`config.mk`:
```
export PLATFORM = sky130hd
export DESIGN_NAME = ssf_ctrl
export DESIGN_NICKNAME = d
export VERILOG_FILES = /design/src/ssf_pkg.sv /design/src/ssf_ctrl.sv
export SDC_FILE = /design/constraint.sdc
export NUM_CORES = 1
export LEC_CHECK = 0
export ABC_AREA = 1
export CAP_MARGIN = 20
export CORE_ASPECT_RATIO = 0.6
export CORE_MARGIN = 2
export CORE_UTILIZATION = 45
export CTS_BUF_LIST = sky130_fd_sc_hd__clkbuf_8 sky130_fd_sc_hd__clkbuf_16
export CTS_CLUSTER_DIAMETER = 80
export DETAILED_ROUTE_END_ITERATION = 8
export DONT_BUFFER_PORTS = 1
export MAX_ROUTING_LAYER = met4
export SYNTH_ARGS = -nofsm -noshare
export SYNTH_HDL_FRONTEND = slang
export SYNTH_SLANG_ARGS = --single-unit
```
`constraint.sdc`:
```
create_clock -name clk -period 3.93 [get_ports clk]
set_input_delay 0.1965 -clock clk [delete_from_list [all_inputs] [get_ports clk]]
set_output_delay 0.1965 -clock clk [all_outputs]
set_load 0.01 [all_outputs]
```
`src/ssf_pkg.sv`:
```
package ssf_pkg;

	localparam int WORD_W = 32;
	localparam int HS_W = 4;
	localparam int CFG_IDX_W = 3;

	// register reset values
	localparam logic PHYS_RST = 1'b0;
	localparam logic [15:0] SMOOTH_RST = 16'd43254;
	localparam logic [30:0] SPRING_RST = 31'd6553600;
	localparam logic [15:0] FRIC_RST = 16'd3277;
	localparam logic [30:0] REST_RST = 31'd655360;
	localparam logic signed [31:0] GRAV_X_RST = 32'sd0;
	localparam logic signed [31:0] GRAV_Y_RST = 32'sd65536000;
	localparam logic [30:0] MASS_RST = 31'd65536;

	// 1.0 in q16.16 and the rounding half
	localparam logic [16:0] ONE_Q16 = 17'h1_0000;
	localparam logic signed [65:0] HALF_Q16 = 66'sd32768;
	localparam logic signed [65:0] SAT_MAX = 66'sd2147483647;
	localparam logic signed [65:0] SAT_MIN = -66'sd2147483648;

	typedef enum logic [CFG_IDX_W-1:0] {
		CFG_PHYSICS = 3'd0,
		CFG_SMOOTH  = 3'd1,
		CFG_SPRING  = 3'd2,
		CFG_FRIC    = 3'd3,
		CFG_REST    = 3'd4,
		CFG_GRAV_X  = 3'd5,
		CFG_GRAV_Y  = 3'd6,
		CFG_MASS    = 3'd7
	} cfg_idx_t;

	typedef struct packed {
		logic signed [31:0] pos_x;
		logic signed [31:0] pos_y;
		logic [15:0] time_step;
		logic restart;
		logic [HS_W-1:0] history_step;
	} in_t;

	typedef struct packed {
		logic signed [31:0] sprite_x;
		logic signed [31:0] sprite_y;
		logic signed [31:0] sprite_vel_x;
		logic signed [31:0] sprite_vel_y;
		logic signed [31:0] smooth_x;
		logic signed [31:0] smooth_y;
		logic signed [31:0] past_x;
		logic signed [31:0] past_y;
		logic saturated;
	} out_t;

	typedef enum logic [4:0] {
		OP_NONE, OP_ACCEPT, OP_LOAD,
		OP_SM_MUL, OP_SM_WR, OP_HV_DIV, OP_HV_WR, OP_ST_WR,
		OP_SQ_MUL, OP_SQ_WR, OP_RT, OP_RT_WR,
		OP_SH_MUL, OP_SH_DIV, OP_SH_WR,
		OP_AC_MUL, OP_AC_DIV, OP_AC_WR,
		OP_VA_MUL, OP_VA_WR, OP_VK_MUL, OP_VK_WR, OP_VP_MUL, OP_VP_WR,
		OP_COMMIT, OP_OUT
	} dp_op_t;

	typedef struct packed {
		dp_op_t op;
		logic cy;
	} cmd_t;

	typedef struct packed {
		logic start_track;
		logic physics;
		logic len_zero;
		logic div_done;
		logic sqrt_done;
	} status_t;

	// {clipped, value}
	function automatic logic [32:0] sat32(input logic signed [65:0] v);
		logic [32:0] r;
		if (v > SAT_MAX) r = {1'b1, 32'h7FFF_FFFF};
		else if (v < SAT_MIN) r = {1'b1, 32'h8000_0000};
		else r = {1'b0, v[31:0]};
		return r;
	endfunction

	// round to nearest, ties up, then drop 16 fraction bits
	function automatic logic signed [49:0] round16(input logic signed [65:0] v);
		logic signed [65:0] t;
		t = v + HALF_Q16;
		return t[65:16];
	endfunction

endpackage

```
`src/ssf_ctrl.sv`:
```
module ssf_ctrl (
	input logic clk,
	input logic arst_n,
	input logic sample_valid,
	output logic sample_ready,
	output logic result_valid,
	input logic result_ready,
	input ssf_pkg::status_t status,
	output ssf_pkg::cmd_t cmd
);

	typedef enum logic [29:0] {
		ST_IDLE    = 30'h0000_0001,
		ST_CHECK   = 30'h0000_0002,
		ST_LOAD    = 30'h0000_0004,
		ST_SM_MUL  = 30'h0000_0008,
		ST_SM_WR   = 30'h0000_0010,
		ST_HV_DIV  = 30'h0000_0020,
		ST_HV_WAIT = 30'h0000_0040,
		ST_HV_WR   = 30'h0000_0080,
		ST_ST_WR   = 30'h0000_0100,
		ST_SQ_MUL  = 30'h0000_0200,
		ST_SQ_WR   = 30'h0000_0400,
		ST_RT_GO   = 30'h0000_0800,
		ST_RT_WAIT = 30'h0000_1000,
		ST_RT_WR   = 30'h0000_2000,
		ST_SH_MUL  = 30'h0000_4000,
		ST_SH_DIV  = 30'h0000_8000,
		ST_SH_WAIT = 30'h0001_0000,
		ST_SH_WR   = 30'h0002_0000,
		ST_AC_MUL  = 30'h0004_0000,
		ST_AC_DIV  = 30'h0008_0000,
		ST_AC_WAIT = 30'h0010_0000,
		ST_AC_WR   = 30'h0020_0000,
		ST_VA_MUL  = 30'h0040_0000,
		ST_VA_WR   = 30'h0080_0000,
		ST_VK_MUL  = 30'h0100_0000,
		ST_VK_WR   = 30'h0200_0000,
		ST_VP_MUL  = 30'h0400_0000,
		ST_VP_WR   = 30'h0800_0000,
		ST_COMMIT  = 30'h1000_0000,
		ST_FIN     = 30'h2000_0000
	} state_t;

	state_t state_q, state_d;
	logic cy_q, cy_d;
	logic out_valid_q;
	logic can_load;

	assign can_load = !out_valid_q || result_ready;
	assign sample_ready = (state_q == ST_IDLE);
	assign result_valid = out_valid_q;

	always_comb begin
		state_d = state_q;
		cy_d = cy_q;
		cmd.cy = cy_q;
		cmd.op = ssf_pkg::OP_NONE;
		case (state_q)
			ST_IDLE: begin
				if (sample_valid) begin
					cmd.op = ssf_pkg::OP_ACCEPT;
					cy_d = 1'b0;
					state_d = ST_CHECK;
				end
			end
			ST_CHECK: state_d = status.start_track ? ST_LOAD : ST_SM_MUL;
			ST_LOAD: begin
				cmd.op = ssf_pkg::OP_LOAD;
				state_d = ST_FIN;
			end
			ST_SM_MUL: begin
				cmd.op = ssf_pkg::OP_SM_MUL;
				state_d = ST_SM_WR;
			end
			ST_SM_WR: begin
				cmd.op = ssf_pkg::OP_SM_WR;
				state_d = ST_HV_DIV;
			end
			ST_HV_DIV: begin
				cmd.op = ssf_pkg::OP_HV_DIV;
				state_d = ST_HV_WAIT;
			end
			ST_HV_WAIT: if (status.div_done) state_d = ST_HV_WR;
			ST_HV_WR, ST_ST_WR: begin
				cmd.op = (state_q == ST_HV_WR) ? ssf_pkg::OP_HV_WR : ssf_pkg::OP_ST_WR;
				if (state_q == ST_HV_WR && status.physics) begin
					state_d = ST_ST_WR;
				end else if (!cy_q) begin
					cy_d = 1'b1;
					state_d = ST_SM_MUL;
				end else begin
					cy_d = 1'b0;
					state_d = status.physics ? ST_SQ_MUL : ST_COMMIT;
				end
			end
			ST_SQ_MUL: begin
				cmd.op = ssf_pkg::OP_SQ_MUL;
				state_d = ST_SQ_WR;
			end
			ST_SQ_WR: begin
				cmd.op = ssf_pkg::OP_SQ_WR;
				cy_d = ~cy_q;
				state_d = cy_q ? ST_RT_GO : ST_SQ_MUL;
			end
			ST_RT_GO: begin
				cmd.op = ssf_pkg::OP_RT;
				state_d = ST_RT_WAIT;
			end
			ST_RT_WAIT: if (status.sqrt_done) state_d = ST_RT_WR;
			ST_RT_WR: begin
				cmd.op = ssf_pkg::OP_RT_WR;
				state_d = ST_SH_MUL;
			end
			ST_SH_MUL: begin
				cmd.op = ssf_pkg::OP_SH_MUL;
				state_d = status.len_zero ? ST_AC_MUL : ST_SH_DIV;
			end
			ST_SH_DIV: begin
				cmd.op = ssf_pkg::OP_SH_DIV;
				state_d = ST_SH_WAIT;
			end
			ST_SH_WAIT: if (status.div_done) state_d = ST_SH_WR;
			ST_SH_WR: begin
				cmd.op = ssf_pkg::OP_SH_WR;
				state_d = ST_AC_MUL;
			end
			ST_AC_MUL: begin
				cmd.op = ssf_pkg::OP_AC_MUL;
				state_d = ST_AC_DIV;
			end
			ST_AC_DIV: begin
				cmd.op = ssf_pkg::OP_AC_DIV;
				state_d = ST_AC_WAIT;
			end
			ST_AC_WAIT: if (status.div_done) state_d = ST_AC_WR;
			ST_AC_WR: begin
				cmd.op = ssf_pkg::OP_AC_WR;
				state_d = ST_VA_MUL;
			end
			ST_VA_MUL: begin
				cmd.op = ssf_pkg::OP_VA_MUL;
				state_d = ST_VA_WR;
			end
			ST_VA_WR: begin
				cmd.op = ssf_pkg::OP_VA_WR;
				state_d = ST_VK_MUL;
			end
			ST_VK_MUL: begin
				cmd.op = ssf_pkg::OP_VK_MUL;
				state_d = ST_VK_WR;
			end
			ST_VK_WR: begin
				cmd.op = ssf_pkg::OP_VK_WR;
				state_d = ST_VP_MUL;
			end
			ST_VP_MUL: begin
				cmd.op = ssf_pkg::OP_VP_MUL;
				state_d = ST_VP_WR;
			end
			ST_VP_WR: begin
				cmd.op = ssf_pkg::OP_VP_WR;
				cy_d = ~cy_q;
				state_d = cy_q ? ST_COMMIT : ST_SH_MUL;
			end
			ST_COMMIT: begin
				cmd.op = ssf_pkg::OP_COMMIT;
				state_d = ST_FIN;
			end
			ST_FIN: begin
				if (can_load) begin
					cmd.op = ssf_pkg::OP_OUT;
					state_d = ST_IDLE;
				end
			end
			default: state_d = ST_IDLE;
		endcase
	end

	always_ff @(posedge clk or negedge arst_n) begin
		if (!arst_n) begin
			state_q <= ST_IDLE;
			cy_q <= 1'b0;
			out_valid_q <= 1'b0;
		end else begin
			state_q <= state_d;
			cy_q <= cy_d;
			if (state_q == ST_FIN && can_load) out_valid_q <= 1'b1;
			else if (result_ready) out_valid_q <= 1'b0;
		end
	end

	a_div_done_in_wait: assert property (@(posedge clk) disable iff (!arst_n)
		status.div_done |-> (state_q == ST_HV_WAIT || state_q == ST_SH_WAIT ||
			state_q == ST_AC_WAIT))
		else $error("divider finished outside a wait state");

	a_sqrt_done_in_wait: assert property (@(posedge clk) disable iff (!arst_n)
		status.sqrt_done |-> (state_q == ST_RT_WAIT))
		else $error("root unit finished outside its wait state");

	a_result_from_fin: assert property (@(posedge clk) disable iff (!arst_n)
		$rose(result_valid) |-> $past(state_q == ST_FIN))
		else $error("result raised without leaving the finish state");

	a_check_after_accept: assert property (@(posedge clk) disable iff (!arst_n)
		(state_q == ST_CHECK) |-> $past(state_q == ST_IDLE && sample_valid))
		else $error("track check entered without an accepted word");

endmodule

```
==> metrics.txt <==
H-tree levels=2; antenna violations before repair=0; Avg WL per Cell=13.7 um; total grt overflow=0; TritonCTS clock tree=built; Detailed Route WL=5.65 mm; Initial Utilization=0.478; Fin. Hold Viols=0; Slew HR=0.777; Clock Sinks=32; crit path launch type=register; Max Cap Viol=0; cts hold-fix bufs=3; synthesized flop and latch total=32; Port Buffers=0; Worst Hold Path Cells=2; Top FF cell, synth=dfrtp_1; RePlAce Congestion=0.911; Synth area leader=dfrtp_1; TNS Setup=0 ns; Antenna Nets Post-Route=0; Hold Crit Class=input pin to register; global-route wire length before repair=9.40 mm; status=finished, final reports clean; number of global-route vias before repair=1898; DPL Wire Length=4.54 mm; post-CTS sizing=0; fin nets=358; total track usage=0.236; number of remaining DRC errors=0; Max FO, Critical Path=5; final worst setup slack=1.57 ns; dpl cells=402; CP required=3.73 ns; worst-skew pair later-pin latency=0.29 ns; worst r2r path cells=9; asr flop ratio synth=1.00; top cells by area, synth=dfrtp_1 (35%), nand2_1 (15%), nor2_1 (14%); DIE HEIGHT=58.5 um; most frequent cells after synthesis=nand2_1 (87), nor2_1 (84), inv_1 (42), dfrtp_1 (31), nand3_1 (18); maximum clock frequency=424 MHz; via count=2051; final period utilization=0.600; DR iter-0 viols=153; Power Density=382 mW/mm2; final setup fails=0; Final Non-Filler Cells=413; Synth Instances=342; post-synthesis sequential area ratio=0.360; crit path time final=2.36 ns; post-route cell area=0.00240 mm2; cell leakage power=1.33 nW; total CTS buffers=5; Root Buffer=clkbuf_8; Layout area overhead=7.58%; I/O Pins=17; Die ar.=0.00555 mm2; layout cells sized above 1=0.149; CTS max path bufs=2; DRT Pass-1 Iters=5; Post-Syn Nets=351; top-area cell type share of the netlist area=0.348; Synth Warn #=0; RSZ-0062 raised after global routing=false; Core Area=0.00466 mm2; crit path DAT=2.16 ns; Final Slew Violations=0; fillers=494; DR vias/cell=4.97; Post-CTS Setup Inserts=0; post-place setup slack=1.92 ns; placed instance area=0.00228 mm2; count leader, synth=nand2_1; largest net degree at the start of global routing=33; peak supply drop=0.000207 V; worst slew pin tran=0.334 ns; clk slew on worst S/H paths=0.07 ns; area of the mapped netlist=0.00223 mm2; # diodes=0; DIE WIDTH=94.8 um; Clock Skew=0.00438 ns; CP endpoint kind=primary output; critical path class=register to primary output; # rows=19; number of flops mapped to enable cells by yosys=0; mean post-synth cell area=6.52 um2; Synth cell types=27
-- where the power goes --
| part | switching [W] | total (W) | internal (W) |
|---|---|---|---|
| registers | 0.0000148 | 0.000364 | 0.000350 |
| logic | 0.000228 | 0.000310 | 0.0000814 |
| clock network | 0.000124 | 0.000242 | 0.000118 |
-- state kept, by name, indices dropped and copies added (netlist names) --
register / cells
state_q: 30
cy_q: 1
result_valid: 1
-- layer usage --
layer	part of all wire	GRT usage	vias to the layer above
met2	0.38	0.306	60
met3	0.053	0.0499	6
met5	0	-	-
met1	0.56	0.371	928
met4	0.0085	0.0538	0
li1	-	-	1057
-- worst paths after layout --
check,start,endpoint,slack [ns]
max,state_q[0],cmd[2],1.57
min,status[4],state_q[2],0.01
max reg2reg,state_q[2],state_q[9],1.99
min reg2reg,state_q[16],state_q[16],0.59
max in group asynchronous,arst_n,state_q[0],3.33
min in group asynchronous,arst_n,state_q[26],0.35
-- through the flow --
stage	hold slack [ns]	power, W	utilization
4_1_cts	0.00616	0.000917	0.515
2_1_floorplan	-0.0991	0.000612	-
5_1_grt	0.0134	0.000974	0.515
3_5_place_dp	-0.0982	0.000663	0.489
6_report	0.0118	0.000916	0.515
3_3_place_gp	-0.0983	0.000660	0.489
-- cells in the final DEF, fill, tap and decap left out, types with 4 or more instances in the layout --
| cell | n |
|---|---|
| a21oi_1 | 7 |
| clkbuf_8 | 5 |
| dfrtp_1 | 31 |
| inv_1 | 45 |
| inv_2 | 6 |
| nand2_1 | 87 |
| nand2_2 | 12 |
| nand2_4 | 5 |
| nand3_1 | 18 |
| nand4_1 | 6 |
| nor2_1 | 84 |
| nor2_2 | 11 |
| nor2_4 | 4 |
| nor3_1 | 4 |
| o21ai_0 | 5 |
| o21ai_1 | 4 |
-- worst max-delay path, cell delays in order, from the launching register on --
cell and delay (ns):
dfstp_2 0.57, nor2_1 0.08, nand2_1 0.17, nor2_4 0.08, nand2_1 0.10, nor2_2 0.05
nor2_1 0.25, inv_1 0.14, nor4_1 0.26, nand2_1 0.17
-- area by class of cell --
cell class,instances,area (um2),area share
timing repair buffer,3,40.0,0.0167
sequential,32,802,0.335
tap,63,78.8,0.0329
clock buffer,5,68.8,0.0287
multi-input combinational,256,1200,0.501
inverter,51,196,0.0819
clock inverter,3,11.3,0.00470
-- cell families after synthesis --
logic type,count (synthesis),synth area share
compound gates,18,0.0427
buf+inv,54,0.102
flops,32,0.360
simple gates,238,0.496
No activity file was read; power rests on OpenSTA's default activity.
